===== src/rtl/aldc_pkg.sv =====
// Package for the audio low-pass / DC-blocker chain.
// Holds the sequencer state type, register indexes and fixed constants.
// No dependencies.
package aldc_pkg;

    // Width of the configuration register index.
    localparam int CFG_IDX_W = 2;

    localparam logic [CFG_IDX_W-1:0] REG_LOWPASS_ALPHA  = 2'd0;
    localparam logic [CFG_IDX_W-1:0] REG_HIGHPASS_ALPHA = 2'd1;
    localparam logic [CFG_IDX_W-1:0] REG_ADC_CENTER     = 2'd2;

    localparam int LP_ALPHA_W = 9;
    localparam int HP_ALPHA_W = 8;

    localparam logic [LP_ALPHA_W-1:0] LP_ALPHA_RESET = 9'd180;
    localparam logic [LP_ALPHA_W-1:0] LP_ALPHA_UNITY = 9'd256;
    localparam logic [HP_ALPHA_W-1:0] HP_ALPHA_RESET = 8'd252;

    // The last step index of each serial multiply (MSB first).
    localparam logic [3:0] LP_LAST_STEP = 4'd8;
    localparam logic [3:0] HP_LAST_STEP = 4'd7;

    localparam logic [15:0] SAT_POS = 16'h7FFF;
    localparam logic [15:0] SAT_NEG = 16'h8000;

    typedef enum logic [2:0] {
        ST_IDLE,
        ST_LP_MUL,
        ST_HP_SUM,
        ST_HP_MUL,
        ST_DONE
    } state_t;

endpackage


===== src/rtl/audio_lowpass_dcblock_chain_core.sv =====
// Top level of the audio low-pass / DC-blocker chain.
// Depends on aldc_pkg.
//
// Usage: each request on the s_ channel carries one raw ADC sample and a
// restart flag. Restart reloads the low-pass accumulator with the midpoint
// shifted left by 8 and clears the DC-blocker history before the sample is
// filtered. Each sample produces two requests on the m_ channel: the low
// byte of the saturated signed 16-bit result, then the high byte with
// m_last set.
// Both filter multiplies run bit-serially, one multiplier bit per cycle. The
// sequencer steps through the low-pass mix, the high-pass difference, the
// high-pass gain and the hand-over of the word, and takes a new sample only
// once the last one has been handed to the output register.
// The finished word sits in an output register, so the next sample is
// accepted while both bytes are still waiting; if the receiver stalls for
// longer, the sequencer holds its finished result until the register frees.
// Configuration writes use cfg_wr_en / cfg_index / cfg_wdata. The user must
// make them only while the block is idle; the block does not check it. Reset
// restores the register defaults and filter state and empties the output.
module audio_lowpass_dcblock_chain_core #(
    parameter int ADC_BITS = 12,
    localparam int CfgW = (ADC_BITS > 9) ? ADC_BITS : 9
) (
    input  logic                          aclk,
    input  logic                          aresetn,

    input  logic                          cfg_wr_en,
    input  logic [aldc_pkg::CFG_IDX_W-1:0] cfg_index,
    input  logic [CfgW-1:0]               cfg_wdata,

    input  logic                          s_valid,
    output logic                          s_ready,
    input  logic [ADC_BITS-1:0]           s_adc_sample,
    input  logic                          s_restart,

    output logic                          m_valid,
    input  logic                          m_ready,
    output logic [7:0]                    m_out_byte,
    output logic                          m_last
);

    localparam int AW = ADC_BITS + 8;   // low-pass accumulator
    localparam int PW = ADC_BITS + 16;  // low-pass product
    localparam int CW = ADC_BITS + 5;   // centered sample, signed
    localparam int YW = ADC_BITS + 15;  // high-pass output history, signed
    localparam int SW = ADC_BITS + 16;  // high-pass input sum, signed
    localparam int QW = ADC_BITS + 24;  // high-pass product, signed

    // Configuration registers
    logic [aldc_pkg::LP_ALPHA_W-1:0] lp_alpha_reg;
    logic [aldc_pkg::HP_ALPHA_W-1:0] hp_alpha_reg;
    logic [ADC_BITS-1:0]             center_reg;

    // Filter state
    logic [AW-1:0] acc_reg;
    logic [CW-1:0] prev_in_reg;
    logic [YW-1:0] prev_out_reg;

    // Sequencer and serial datapath
    aldc_pkg::state_t state_reg, state_next;
    logic [3:0]                      cnt_reg;
    logic [ADC_BITS-1:0]             x_reg;
    logic [aldc_pkg::LP_ALPHA_W-1:0] a_reg;
    logic [aldc_pkg::LP_ALPHA_W-1:0] b_reg;
    logic [aldc_pkg::HP_ALPHA_W-1:0] h_reg;
    logic [PW-1:0]                   p_reg;
    logic [SW-1:0]                   s_reg;
    logic [QW-1:0]                   q_reg;

    // Output register
    logic [15:0] out_word_reg;
    logic        out_valid_reg;
    logic        out_hi_reg;

    logic                            accept;
    logic                            out_free;
    logic                            load_out;
    logic [aldc_pkg::LP_ALPHA_W-1:0] a_eff;
    logic [PW-1:0]                   p_next;
    logic [ADC_BITS-1:0]             filtered;
    logic [ADC_BITS:0]               diff;
    logic [CW-1:0]                   centered;
    logic [SW-1:0]                   s_next;
    logic [QW-1:0]                   q_next;
    logic [YW-1:0]                   hp;
    logic [YW-16:0]                  hp_top;
    logic [15:0]                     sat_word;

    assign accept   = s_valid && s_ready;
    assign out_free = !out_valid_reg || (m_ready && out_hi_reg);

    // Any alpha at or above unity passes the new sample straight through.
    assign a_eff = lp_alpha_reg[aldc_pkg::LP_ALPHA_W-1] ? aldc_pkg::LP_ALPHA_UNITY
                                                        : lp_alpha_reg;

    // Horner step: doubles the partial mix, then adds x*256 and acc per bit.
    assign p_next = {p_reg[PW-2:0], 1'b0}
                  + (a_reg[aldc_pkg::LP_ALPHA_W-1] ? {{(PW-AW){1'b0}}, x_reg, 8'd0} : '0)
                  + (b_reg[aldc_pkg::LP_ALPHA_W-1] ? {{(PW-AW){1'b0}}, acc_reg} : '0);

    assign filtered = p_reg[PW-1:16];
    assign diff     = {1'b0, filtered} - {1'b0, center_reg};
    assign centered = {diff, 4'd0};
    assign s_next   = {prev_out_reg[YW-1], prev_out_reg}
                    + {{(SW-CW){centered[CW-1]}}, centered}
                    - {{(SW-CW){prev_in_reg[CW-1]}}, prev_in_reg};

    assign q_next = {q_reg[QW-2:0], 1'b0}
                  + (h_reg[aldc_pkg::HP_ALPHA_W-1] ? {{(QW-SW){s_reg[SW-1]}}, s_reg} : '0);

    // Dropping the low 8 bits of the two's complement product floors it.
    assign hp     = q_reg[YW+7:8];
    assign hp_top = hp[YW-1:15];

    always_comb begin
        if ((&hp_top) || !(|hp_top)) begin
            sat_word = hp[15:0];
        end else if (hp[YW-1]) begin
            sat_word = aldc_pkg::SAT_NEG;
        end else begin
            sat_word = aldc_pkg::SAT_POS;
        end
    end

    always_comb begin
        state_next = state_reg;
        s_ready    = 1'b0;
        load_out   = 1'b0;
        unique case (state_reg)
            aldc_pkg::ST_IDLE: begin
                s_ready = 1'b1;
                if (s_valid) begin
                    state_next = aldc_pkg::ST_LP_MUL;
                end
            end
            aldc_pkg::ST_LP_MUL: begin
                if (cnt_reg == '0) begin
                    state_next = aldc_pkg::ST_HP_SUM;
                end
            end
            aldc_pkg::ST_HP_SUM: begin
                state_next = aldc_pkg::ST_HP_MUL;
            end
            aldc_pkg::ST_HP_MUL: begin
                if (cnt_reg == '0) begin
                    state_next = aldc_pkg::ST_DONE;
                end
            end
            aldc_pkg::ST_DONE: begin
                if (out_free) begin
                    load_out   = 1'b1;
                    state_next = aldc_pkg::ST_IDLE;
                end
            end
            default: begin
                state_next = aldc_pkg::ST_IDLE;
            end
        endcase
    end

    always_ff @(posedge aclk) begin
        if (!aresetn) begin
            state_reg <= aldc_pkg::ST_IDLE;
        end else begin
            state_reg <= state_next;
        end
    end

    // Configuration registers
    always_ff @(posedge aclk) begin
        if (!aresetn) begin
            lp_alpha_reg <= aldc_pkg::LP_ALPHA_RESET;
            hp_alpha_reg <= aldc_pkg::HP_ALPHA_RESET;
            center_reg   <= {1'b1, {(ADC_BITS-1){1'b0}}};
        end else if (cfg_wr_en) begin
            unique case (cfg_index)
                aldc_pkg::REG_LOWPASS_ALPHA:  lp_alpha_reg <= cfg_wdata[aldc_pkg::LP_ALPHA_W-1:0];
                aldc_pkg::REG_HIGHPASS_ALPHA: hp_alpha_reg <= cfg_wdata[aldc_pkg::HP_ALPHA_W-1:0];
                aldc_pkg::REG_ADC_CENTER:     center_reg   <= cfg_wdata[ADC_BITS-1:0];
                default: begin
                end
            endcase
        end
    end

    // Filter state
    always_ff @(posedge aclk) begin
        if (!aresetn) begin
            acc_reg      <= {1'b1, {(AW-1){1'b0}}};
            prev_in_reg  <= '0;
            prev_out_reg <= '0;
        end else begin
            if (accept && s_restart) begin
                acc_reg      <= {center_reg, 8'd0};
                prev_in_reg  <= '0;
                prev_out_reg <= '0;
            end
            if (state_reg == aldc_pkg::ST_HP_SUM) begin
                acc_reg     <= p_reg[PW-1:8];
                prev_in_reg <= centered;
            end
            if (load_out) begin
                prev_out_reg <= hp;
            end
        end
    end

    // Serial datapath registers carry no reset.
    always_ff @(posedge aclk) begin
        if (accept) begin
            x_reg   <= s_adc_sample;
            a_reg   <= a_eff;
            b_reg   <= aldc_pkg::LP_ALPHA_UNITY - a_eff;
            p_reg   <= '0;
            cnt_reg <= aldc_pkg::LP_LAST_STEP;
        end
        if (state_reg == aldc_pkg::ST_LP_MUL) begin
            p_reg   <= p_next;
            a_reg   <= {a_reg[aldc_pkg::LP_ALPHA_W-2:0], 1'b0};
            b_reg   <= {b_reg[aldc_pkg::LP_ALPHA_W-2:0], 1'b0};
            cnt_reg <= cnt_reg - 4'd1;
        end
        if (state_reg == aldc_pkg::ST_HP_SUM) begin
            s_reg   <= s_next;
            h_reg   <= hp_alpha_reg;
            q_reg   <= '0;
            cnt_reg <= aldc_pkg::HP_LAST_STEP;
        end
        if (state_reg == aldc_pkg::ST_HP_MUL) begin
            q_reg   <= q_next;
            h_reg   <= {h_reg[aldc_pkg::HP_ALPHA_W-2:0], 1'b0};
            cnt_reg <= cnt_reg - 4'd1;
        end
    end

    // Output register: low byte first, then the high byte.
    always_ff @(posedge aclk) begin
        if (!aresetn) begin
            out_valid_reg <= 1'b0;
            out_hi_reg    <= 1'b0;
        end else if (load_out) begin
            out_valid_reg <= 1'b1;
            out_hi_reg    <= 1'b0;
        end else if (out_valid_reg && m_ready) begin
            if (out_hi_reg) begin
                out_valid_reg <= 1'b0;
                out_hi_reg    <= 1'b0;
            end else begin
                out_hi_reg <= 1'b1;
            end
        end
    end

    always_ff @(posedge aclk) begin
        if (load_out) begin
            out_word_reg <= sat_word;
        end
    end

    assign m_valid    = out_valid_reg;
    assign m_out_byte = out_hi_reg ? out_word_reg[15:8] : out_word_reg[7:0];
    assign m_last     = out_hi_reg;

endmodule


===== config.mk =====
export PLATFORM = sky130hd
export DESIGN_NAME = audio_lowpass_dcblock_chain_core
export DESIGN_NICKNAME = d
export VERILOG_FILES = /design/src/rtl/aldc_pkg.sv /design/src/rtl/audio_lowpass_dcblock_chain_core.sv
export SDC_FILE = /design/constraint.sdc
export NUM_CORES = 1
export LEC_CHECK = 0
export ABC_AREA = 1
export BUFFER_PORTS_ARGS = -buffer_cell sky130_fd_sc_hd__buf_2
export CORE_ASPECT_RATIO = 1.1
export CORE_MARGIN = 3
export CORE_UTILIZATION = 55
export CTS_BUF_LIST = sky130_fd_sc_hd__clkbuf_4 sky130_fd_sc_hd__clkbuf_8
export DETAILED_ROUTE_END_ITERATION = 7
export GPL_TIMING_DRIVEN = 0
export PLACE_DENSITY = 0.81
export SLEW_MARGIN = 0
export SYNTH_ARGS = -nofsm -noshare
export SYNTH_HDL_FRONTEND = slang
export SYNTH_SLANG_ARGS = --single-unit

===== constraint.sdc =====
create_clock -name aclk -period 9.4 [get_ports aclk]
set_input_delay 0.47 -clock aclk [delete_from_list [all_inputs] [get_ports aclk]]
set_output_delay 0.47 -clock aclk [all_outputs]
set_load 0.02 [all_outputs]

-- Word-level counts from Yosys, hierarchy flattened
Cells that the tools add are included.
- flip-flop bits (word level): 243
- latch bits: 0
- bits in writable memories: 0
- ROM bits: 0
- bits of input ports: 32
- output and inout bits: 11
- logic and storage cells: 105
- memories kept: 0
- add/sub/neg operators: 8
- $mul: 0
- div/mod/pow operators: 0
- $lt $le $gt $ge: 0
- equality and inequality tests: 10
- shifts and indexed selects: 0
- multiplexer cells: 39
- bitwise gates (word level): 1
- reduce and logical (&&, ||, !) cells: 26
- operator list (kind ; count):
    35-bit 2-to-1 mux ; 3
    20-bit 2-to-1 mux ; 4
    28-bit by 20-bit adder with 28-bit output ; 2
    28-bit 2-to-1 mux ; 2
    27-bit 2-to-1 mux ; 2
    9-bit 2-to-1 mux ; 5
    35-bit adder ; 1
    17-bit 2-to-1 mux ; 2
    16-bit 2-to-1 mux ; 2
    27-bit by 17-bit adder with 28-bit output ; 1
    28-bit subtractor ; 1
    8-bit 2-to-1 mux ; 3
    4-bit 2-to-1 mux ; 4
    3-bit case mux with 5 select lines ; 1
    12-bit by 12-bit subtractor with 13-bit output ; 1
    3-bit 2-to-1 mux ; 4
    12-bit AND reduction ; 1
    2-bit nonzero test ; 6
    12-bit OR reduction ; 1
    9-bit subtractor (first input constant) ; 1
    2-bit != test (second input constant) ; 4
    2-bit AND reduction ; 4
    1-bit 2-to-1 mux ; 7
    3-bit by 2-bit == test with 1-bit output (second input constant) ; 2
    15 further kinds ; 20

-- Logic depth before layout (Yosys ltp)
- depth after elaboration: 7
- depth in mapped cells: 23
- gate-level depth less buffers: 23

-- Worst setup path before layout
No wires, ideal clock.
- path type: register -> register
- from: register p_reg[16]
- to: register s_reg[26] (data pin)
- setup time: 252 ps
- data arrival time: 3355 ps
- required time: 9148 ps
- setup slack: 5792 ps
- stages on the path, launching flop included: 21
- path buffers: 0
- clock period less this slack: 3608 ps
- cells stage by stage: edfxtp_1 -> inv_1 -> ha_1 -> fa_1 -> inv_1 -> nand3_1 -> nand2_1 -> nand2_1 -> nand2_1 -> nand4_1 -> nand2_1 -> fa_1 -> inv_1 -> ha_1 -> a21oi_1 -> o21ai_0 -> o21bai_1 -> a21oi_1 -> nand2_1 -> nand2_1 -> nand2_1
- word-level cells in the longest chain between the ends: 3
- RTL lines (item ; line ; source):
    start: declaration ; audio_lowpass_dcblock_chain_core.sv:66 ; logic [PW-1:0] p_reg;
    start signal: assignment ; audio_lowpass_dcblock_chain_core.sv:218 ; p_reg <= p_next;
    12-bit by 12-bit subtractor with 13-bit output ; audio_lowpass_dcblock_chain_core.sv:102 ; assign diff = {1'b0, filtered} - {1'b0, center_reg};
    27-bit by 17-bit adder with 28-bit output ; audio_lowpass_dcblock_chain_core.sv:105 ; + {{(SW-CW){centered[CW-1]}}, centered}
    28-bit subtractor ; audio_lowpass_dcblock_chain_core.sv:106 ; - {{(SW-CW){prev_in_reg[CW-1]}}, prev_in_reg};
    via s_next[26] ; audio_lowpass_dcblock_chain_core.sv:83 ; logic [SW-1:0] s_next;
    end signal: assignment ; audio_lowpass_dcblock_chain_core.sv:224 ; s_reg <= s_next;
    end: declaration ; audio_lowpass_dcblock_chain_core.sv:67 ; logic [SW-1:0] s_reg;
The timed path passes the listed nets, and every way through them passes these cells.
A chain may end at the register's enable or synchronous reset.

-- Final worst setup path
Same ends and word-level chain as after synthesis.

==> flow_summary.toml <==
[status]
status = "completed"

[global_route]
overflow = 0
antenna_found_initial = 0
grtUsageTotal_pct = 28.0
grt_max_degree = 38
grt_pass1_wl_um = 72200
grt_pass1_vias = 14600

[critical_path]
cp_max_fo = 11
worstSetupPathType = "reg -> reg"
cp_slowest_cell = "fa_1"
worstRegToRegCells = 20
cp.arrival_ns = 4.65
crit_top_cell = "nand2_1"
crit_end = "s_reg[26]$_DFFE_PP_"
r2r_slack_ns = 5.06
crit_required_ns = 9.70
startpoint_type = "flip-flop"
crit_start = "p_reg[16]$_SDFFCE_PN0P_"
endpoint_kind = "flip-flop"
reg2reg_from = "p_reg[16]$_SDFFCE_PN0P_"
worstReg2RegEnd = "s_reg[26]$_DFFE_PP_"
crit_chain = "inv_1 -> ha_1 -> fa_1 -> inv_1 -> nand3_1 -> nand2_1 -> nand2_1 -> nand2_1 -> nand4_1 -> nand2_1 -> fa_1 -> inv_1 -> ha_1 -> a21oi_1 -> o21ai_0 -> o21bai_1 -> a21oi_1 -> nand2_1 -> nand2_1 -> nand2_1"
crit_path_max_incr_delay_ns = 0.52

[logic_synthesis]
ys.flop_type = "edfxtp_1"
synth_seq_cells = 242
synth_warnings = 0
syn_avg_cell_area_um2 = 7.44
synth_edf_count = 146
yosysSeqAreaShare_pct = 38.5
netlist_area_um2 = 16400
synthCells = 2204
ys_types = 51
synth_fp_nets = 2373
async_reset_ff_share_pct = 0

[placed_design]
gp_congestion = 0.948
portBuffers = 41
dpl_worst_slack_ns = 5.11
hpwl_um = 35400

[routing]
drtIter0Drc = 1128
drcViolationCount = 0
drtAntennaViolNets = 0
viasPerCell = 5.57
vias = 15000
routedWlPerCell_um = 16.7
finalWirelength_um = 44900
drt_first_pass_iters = 6

[clocking]
holdBufCountCts = 0
cts_inserted_buffers = 42
cts_root_buffer = "clkbuf_8"
cts_resized = 0
htree_levels = 2
clk_path_buf_depth = 3
cts_sinks = 242
postCtsSetupBuffers = 0
cts_tree = "built"
clock_latency_ns = 0.59
clkTransAtPathRegs_ns = 0.06

[sta]
finalHoldViolCount = 0
fin_crit_sh_pct = 46.2
post-route-min-period_ns = 4.34
slew_violations = 0
rsz0062_at_grt = "no"
tightest_slew_ns = 0.892
whs_ns = 0.0562
tns_ns = 0
relSlewSlack_pct = 40.6
setup_viol = 0
setup_ws_ns = 5.06
finClkSkew_ns = 0.0537
max_freq_mhz = 230

[finish]
diodes = 0
final_common_cell = "nand2_1"
drive_above_1_share_pct = 8.04
largest_reg_flops = 35
final_cell_mix = "nand2_1, inv_1, a21oi_1, nor2_1, edfxtp_1"
syn_to_final_growth_pct = 10.3
final_nets = 2460

[die]
die_w_um = 171
row_count = 65
die_height_um = 187
core_area_um2 = 29000
io_pins = 43
start_util_pct = 56.5
dieArea_um2 = 31900

[job]
cap_violations = 0

[min_path]
hold_path_class = "in -> reg"
per-stage QoR:
stage	cell area, um^2	std cells	util [%]
after detailed placement	17100	2615	58.9
after global placement	17100	2613	58.8
after global routing	18100	2693	62.3
after floorplan	16400	2204	-
after CTS	18100	2693	62.3
final	18100	2693	62.3
final cells by class:
class                      instances  area, um^2
clock inverter                    15         175
sequential                       242        6310
clock buffer                      63         792
fill                            2593       11000
multi-input combinational       1560        8520
timing repair buffer              43         245
tap                              368         460
inverter                         350        1320
buffer                            52         269
layer usage:
| layer | global-route usage [%] | up-vias | share of wire [%] |
|---|---|---|---|
| met3 | 4.14 | 122 | 6.5 |
| met1 | 35.0 | 6994 | 40 |
| met5 | 0 | - | 0 |
| li1 | - | 7362 | - |
| met2 | 48.5 | 525 | 49 |
| met4 | 11.3 | 0 | 3.9 |
critical path, delay by kind of cell (launching register included):
kind / cells / cell delay [ns]
compound gates: 4 / 0.75
fa+ha+maj: 4 / 1.39
buf+inv: 3 / 0.25
flops: 1 / 0.48
simple gates: 9 / 1.16
logic make-up after synthesis:
logic type               after synthesis  synth area share (%)
XOR/XNOR                              27                  1.44
AND/OR/NAND/NOR                     1009                  25.5
buffers and inverters                402                  9.67
AO/OA/AOI/OAI                        387                  12.8
adder cells (fa/ha/maj)              137                  12.2
flip-flops                           242                  38.5
synth_stat cells, types with 4 or more instances:
library cell  count  area share (%)
buf_2            20            0.61
inv_1           340             7.8
o21ai_0         117             3.6
edfxtp_1        146              27
xnor2_1           7            0.37
nand4_1          22            0.84
dfxtp_1          96              12
nor2_4            4            0.27
o21ai_1          13            0.40
o21bai_1         11            0.50
nand2_1         623              14
nand3_1         118             3.6
xor2_1           20             1.1
o21a_1            5            0.23
nand2_2           6            0.23
nor3_1           25            0.76
buf_4             5            0.23
a21o_1            7            0.32
and2_1            4            0.15
a22o_1            6            0.32
a21oi_1         193             5.9
o21ai_2           5            0.27
a31oi_1          18            0.69
inv_2             8            0.18
o211ai_1          4            0.18
clkbuf_1         22            0.50
ha_1             99             7.6
nor2_1          185             4.2
fa_1             38             4.6
nor4_1            4            0.15
buf_6             4            0.27
how the worst min path moves through the flow:
stage | start | endpoint | slack [ns] | cells past startpoint
floorplan | prev_out_reg[0]$_SDFFE_PN0P_ | s_reg[0]$_DFFE_PP_ | 0.41 | 0
global placement | prev_out_reg[0]$_SDFFE_PN0P_ | s_reg[0]$_DFFE_PP_ | 0.43 | 0
detailed placement | prev_out_reg[0]$_SDFFE_PN0P_ | s_reg[0]$_DFFE_PP_ | 0.43 | 0
CTS | s_adc_sample[4] | x_reg[4]$_DFFE_PP_ | 0.03 | 1
global route | s_adc_sample[8] | x_reg[8]$_DFFE_PP_ | 0.04 | 1
finish | s_adc_sample[4] | x_reg[4]$_DFFE_PP_ | 0.06 | 1
Power is left out: the tool's default activity adds up to more than one toggle a clock period on the data nets, which glitch-free logic cannot reach.
